==> config.mk <==
export PLATFORM = sky130hd
export DESIGN_NAME = cba_hole_scan
export DESIGN_NICKNAME = d
export VERILOG_FILES = /design/src/hw/rtl/cba_pkg.sv /design/src/hw/rtl/cba_hole_scan.sv
export SDC_FILE = /design/constraint.sdc
export NUM_CORES = 1
export LEC_CHECK = 0
export BUFFER_PORTS_ARGS = -buffer_cell sky130_fd_sc_hd__buf_4
export CAP_MARGIN = 15
export CORE_UTILIZATION = 26
export DETAILED_ROUTE_END_ITERATION = 10
export PLACE_DENSITY = 0.4
export SYNTH_ARGS = -nofsm -noshare
export SYNTH_HDL_FRONTEND = slang
export SYNTH_SLANG_ARGS = --single-unit
==> constraint.sdc <==
create_clock -name clk_i -period 6.4 [get_ports clk_i]
set_input_delay 0.32 -clock clk_i [delete_from_list [all_inputs] [get_ports clk_i]]
set_output_delay 0.32 -clock clk_i [all_outputs]
set_load 0.005 [all_outputs]
==> src/hw/rtl/cba_pkg.sv <==
package cba_pkg;

  // Placement rules held in the fit_policy register
  localparam logic [1:0] FIT_FF = 2'd0;  // first fit
  localparam logic [1:0] FIT_WF = 2'd1;  // worst fit, largest hole
  localparam logic [1:0] FIT_BF = 2'd2;  // best fit, smallest hole that fits

  // Control from the sequencer to the hole scanner
  typedef struct packed {
    logic clear;  // start a new scan
    logic valid;  // one map entry arrives this cycle
    logic free;   // that entry is unowned
    logic flush;  // past the last entry: close the open run
  } scan_ctrl_t;

endpackage

==> src/hw/rtl/cba_hole_scan.sv <==
module cba_hole_scan #(
  parameter int NUM_BLOCKS = 256
) (
  input  logic                            clk_i,
  input  logic                            rst_ni,
  input  cba_pkg::scan_ctrl_t             ctrl_i,
  input  logic [$clog2(NUM_BLOCKS)-1:0]   idx_i,
  input  logic [8:0]                      size_i,
  input  logic [1:0]                      policy_i,
  output logic                            found_o,
  output logic [$clog2(NUM_BLOCKS)-1:0]   best_start_o
);
  import cba_pkg::*;

  localparam int AW = $clog2(NUM_BLOCKS);
  localparam int CW = AW + 1;
  localparam int LW = (CW > 9) ? CW : 9;

  logic [AW-1:0] run_start_q, run_start_d;
  logic [CW-1:0] run_len_q, run_len_d;
  logic [AW-1:0] best_start_q, best_start_d;
  logic [CW-1:0] best_len_q, best_len_d;
  logic          found_q, found_d;
  logic          close_run;
  logic          fits;
  logic          take;

  assign close_run = (ctrl_i.valid && !ctrl_i.free) || ctrl_i.flush;
  assign fits      = (run_len_q != '0) && (LW'(run_len_q) >= LW'(size_i));

  always_comb begin
    case (policy_i)
      FIT_WF:  take = !found_q || (run_len_q > best_len_q);
      FIT_BF:  take = !found_q || (run_len_q < best_len_q);
      default: take = !found_q;
    endcase
  end

  always_comb begin
    run_start_d  = run_start_q;
    run_len_d    = run_len_q;
    best_start_d = best_start_q;
    best_len_d   = best_len_q;
    found_d      = found_q;
    if (ctrl_i.clear) begin
      run_len_d = '0;
      found_d   = 1'b0;
    end else if (ctrl_i.valid && ctrl_i.free) begin
      if (run_len_q == '0) begin
        run_start_d = idx_i;
      end
      run_len_d = run_len_q + 1'b1;
    end else if (close_run) begin
      // Hole ends here: keep it if it fits and beats the current pick
      if (fits && take) begin
        found_d      = 1'b1;
        best_start_d = run_start_q;
        best_len_d   = run_len_q;
      end
      run_len_d = '0;
    end
  end

  always_ff @(posedge clk_i or negedge rst_ni) begin
    if (!rst_ni) begin
      run_len_q <= '0;
      found_q   <= 1'b0;
    end else begin
      run_len_q <= run_len_d;
      found_q   <= found_d;
    end
  end

  always_ff @(posedge clk_i) begin
    run_start_q  <= run_start_d;
    best_start_q <= best_start_d;
    best_len_q   <= best_len_d;
  end

  assign found_o      = found_q;
  assign best_start_o = best_start_q;

endmodule

# --- Word-level counts from Yosys, hierarchy flattened ---
# Index checks and enable logic that the tools add are counted.
classes:
  add_sub_neg: 1
  n_lt_le_gt_ge: 3
  eq_ne: 3
  muxes: 8
  bitwise_logic: 2
  reduce_logical: 17
op_table:
  columns: ["cell", "count"]
  rows:
  - ["9-bit two-way mux", 3]
  - ["9-bit by 1-bit adder with 9-bit output, second input constant", 1]
  - ["9-bit greater-or-equal comparator", 1]
  - ["9-bit greater-than comparator", 1]
  - ["9-bit zero test", 1]
  - ["9-bit less-than comparator", 1]
  - ["9-bit nonzero test", 1]
  - ["3-bit AND reduction", 2]
  - ["1-bit logical AND", 4]
  - ["1-bit two-way mux", 4]
  - ["4-bit AND reduction", 1]
  - ["2-bit nonzero test", 2]
  - ["1-bit logical OR", 3]
  - ["3-bit nonzero test", 1]
  - ["2-bit by 1-bit == test with 1-bit output, second input constant", 1]
  - ["2-bit == test, second input constant", 1]
  - ["1-bit zero test", 2]
  - ["2-bit != test, second input constant", 1]
  - ["1-bit NOT", 2]
  - ["1-bit case mux with 2 select lines", 1]
totals:
  ff_bits: 35
  input_bits: 25
  output_inout_bits: 9
  word_cells: 39

# --- Longest topological paths before layout ---
logic_depth:
  depth_word: 8
  depth_mapped: 7
  depth_no_buf: 7

# --- Worst setup path after synthesis ---
# No wires, ideal clock.
synth_path:
  path_kind: "reg-to-reg"
  from: "reg run_len_q[2]"
  to: "reg best_len_q[0] (enable)"
  setup_ps: 379
  arrival_time_ps: 1994
  t_required_ps: 6021
  setup_slack_ps: 4026
  path_stages_with_launch: 7
  path_buffers: 0
  synth_period_minus_slack_ps: 2374
  cell_sequence: "dfrtp_1 > ha_1 > a21oi_1 > o21ai_1 > a2111oi_2 > a21boi_1 > a21boi_2"
synth_via:
  elab_chain_len: 5
  word_cells_on_any_way: 10
  cone_classes: "order compare (3); mux (1); reduce/logical (6)"
synth_lines:
  columns: ["item", "line", "source"]
  rows:
  - ["start: declaration", "cba_hole_scan.sv:20", "logic [CW-1:0] run_len_q, run_len_d;"]
  - ["start signal: assignment", "cba_hole_scan.sv:69", "run_len_q <= run_len_d;"]
  - ["9-bit less-than comparator or 9-bit greater-than comparator (tied branches)", "cba_hole_scan.sv:34, cba_hole_scan.sv:33", null]
  - ["1-bit logical OR, on equally long branches", "cba_hole_scan.sv:34, cba_hole_scan.sv:33", null]
  - ["1-bit case mux with 2 select lines", "cba_hole_scan.sv:32", "case (policy_i)"]
  - ["1-bit logical AND (*)", "cba_hole_scan.sv:55", "if (fits && take) begin"]
  - ["4-bit AND reduction (no line) (*)", null, null]
  - ["end signal: assignment", "cba_hole_scan.sv:77", "best_len_q <= best_len_d;"]
  - ["end: declaration", "cba_hole_scan.sv:22", "logic [CW-1:0] best_len_q, best_len_d;"]
# Mark *: on every way between the ends. The rest lies on a longest branch, timed or not.
# A chain may end at the register's enable or synchronous reset.

# --- Final worst setup path ---
layout_path:
  from: "reg run_len_q[2]"
  to: "reg best_len_q[2] (enable)"
# Same word-level chain as after synthesis.

==> flow_summary.ini <==
[synthesis]
synth-edff-count = 25
synth-seq-cells = 35
syn_area_per_cell_um2 = 11.7
synthCells = 151
yosysUniqueCellTypes = 31
synth_area_mm2 = 0.00177
async_flop_share_pct = 28.6
yosys_warnings = 0
synth_nets = 197
synth_ff_type = edfxtp_1
synth-seq-area-share_pct = 56.4

[floorplanning]
io_pins = 34
die_h_um = 84.6
floorplan.initialDensity_pct = 27.5
dieArea_mm2 = 0.00716
coreArea_mm2 = 0.00646
die_w_um = 84.6
row_count = 29

[cells_and_area]
antenna_cells = 0
layout_common_cells = 33 x buf_4, 25 x edfxtp_1, 21 x inv_1, 21 x ha_1, 15 x o21ai_0
instances_no_fill = 268
mostFrequentLayoutCell = buf_4
layout-drive-gt1-share_pct = 23.0
area_growth_pct = 24.1
postLayoutCellArea_mm2 = 0.00220
n_fill_cell = 669
fin_nets = 237

[detailed_routing]
ant_nets = 0
routedWlPerCell_um = 13.9
drtIter0Drc = 41
vias = 1252
drcViolationCount = 0
dr.pass1.iters = 6
wirelength_um = 3730
viasPerCell = 4.67

[global_route]
grt_max_degree = 18
antenna_found_initial = 0
grt.overflow.total = 0
grt_pass1_wl_um = 6280
grt_util_all_layers_pct = 11.5
grt_pass1_vias = 1261

[worst_hold_path]
hp-start = idx_i[4]
holdPathStages = 1
hp-class = in -> reg

[clock_network]
clock_latency_ns = 0.27
cts_sinks = 35
cts_tree = built
clk_pin_slew_ns = 0.06
clock_path_buffers = 2
cts_inserted_buffers = 5
h-tree-depth = 2
cts_root_buffer = clkbuf_8

[run_status]
status = complete, no violations

[worst_setup_path]
rr_worst_depth = 6
startpoint = run_len_q[2]
start_kind = flip-flop
timing.critical_path.to = best_len_q[2]
slowest_stage = a21boi_2
r2r_start = run_len_q[2]
cp_max_fo = 17
cp-end-kind = flip-flop
cpPeakStageDelay_ns = 0.72
critPathArrivalTime_ns = 2.64
path_cells = ha_1 > a21oi_1 > o21ai_1 > a2111oi_2 > a21boi_1 > a21boi_2
r2r_end = best_len_q[2]
crit_type = reg -> reg
r2r_slack_ns = 3.65
critPathRequiredTime_ns = 6.29

[sta]
setup_ws_ns = 3.65
finalSetupTns_ns = 0
fin_skew_ns = 0.00562
relSlewSlack_pct = 38.5
hold_violations = 0
fmax_ghz = 0.364
fin_hold_ws_ns = 0.221
period_minus_slack_ns = 2.75
worst_pin_slew_ns = 0.918
setup_viol = 0
slew_viol_final = 0
fin_crit_sh_pct = 43.0
rsz0062_at_grt = false

[placed_design]
dp_cells = 260
gp_congestion = 0.779
hpwl_um = 2870
dpl-instance-area_mm2 = 0.00211
port_buffers = 33
pre_cts_ws_ns = 3.57

[pwr]
vdd_drop_max_uv = 105
p_leak_nw = 0.980
power.switching_mw = 0.0821
pwr-share-seq_pct = 59.4
p_sw_share_pct = 19.9
combPwrFrac_pct = 6.5
intPower_mw = 0.331
clkPwrFrac_pct = 34.1
cellPowerDensity_mw_per_mm2 = 188

[job]
cap_violations = 0
==> worst min-delay path by stage <==
stage                     endpoint
floorplan                  found_o
global placement      run_len_q[6]
detailed placement    run_len_q[5]
CTS                 run_start_q[4]
global route        run_start_q[4]
finish              run_start_q[4]
==> stage by stage <==
step	util (%)	total power, mW
after global placement	32.7	0.277
after detailed placement	32.7	0.277
after CTS	34.1	0.419
after floorplan	-	0.260
final	34.1	0.413
after global routing	34.1	0.431
==> cell type report <==
| cell class | count | area, um^2 | share of cell area (%) |
|---|---|---|---|
| Clock inverter | 2 | 8.76 | 0.398 |
| Inverter | 21 | 78.8 | 3.58 |
| Multi-Input combinational cell | 94 | 691 | 31.4 |
| Clock buffer | 5 | 68.8 | 3.13 |
| Sequential cell | 35 | 1000 | 45.5 |
| Tap cell | 77 | 96.3 | 4.38 |
| Timing Repair Buffer | 34 | 258 | 11.7 |
==> power by group through the flow <==
| stage | Clock, mW | Combinational [mW] | Sequential [mW] |
|---|---|---|---|
| after global routing | 0.155 | 0.0308 | 0.245 |
| final | 0.141 | 0.0268 | 0.245 |
| after CTS | 0.146 | 0.0274 | 0.245 |
| after global placement | 0 | 0.0267 | 0.250 |
| after detailed placement | 0 | 0.0268 | 0.250 |
| after floorplan | 0 | 0.0101 | 0.250 |
==> cell families (layout without fill, tap and decap cells) <==
family	after synthesis	count (layout)	synth area share [%]
simple gates	39	39	11.6
flops	35	35	56.4
buf+inv	22	62	4.65
compound gates	33	33	12.0
xor+xnor	1	1	0.494
fa+ha+maj	21	21	14.8
==> critical path: cells and delay by family (launching register included) <==
family | cells | cell delay, ns
fa+ha+maj | 1 | 0.36
flops | 1 | 0.49
compound gates | 5 | 1.51
==> what timing repair did <==
action,CTS,global route
hold buffers,1,0
setup buffers,0,0
endpoints found under the hold margin,10,0
resized for setup,0,0
==> registers in the layout (all words and copies together), names as in the netlist <==
register	cells
best_start_o	8
run_start_q	8
best_len_q	9
found_o	1
run_len_q	9
==> cell usage after synthesis (all sizes together) (3+ instances only) <==
| cell type | n | area [um^2] |
|---|---|---|
| a211oi | 4 | 30.0 |
| nor3 | 3 | 25.0 |
| ha | 21 | 263 |
| dfrtp | 10 | 250 |
| inv | 21 | 78.8 |
| o21ai | 16 | 80.1 |
| nand3 | 3 | 15.0 |
| nor2 | 10 | 37.5 |
| edfxtp | 25 | 751 |
| and3 | 4 | 25.0 |
| a21oi | 4 | 23.8 |
| nand4 | 6 | 37.5 |
| nand2 | 7 | 26.3 |
==> metal layers <==
layer	track usage [%]	up-vias	wire, um
li1	-	630	-
met1	15.6	589	1700
met2	18.0	28	1780
met3	3.05	5	214
met4	3.39	0	34
met5	0	-	0
Note: power is estimated with default switching activity, not from simulation.
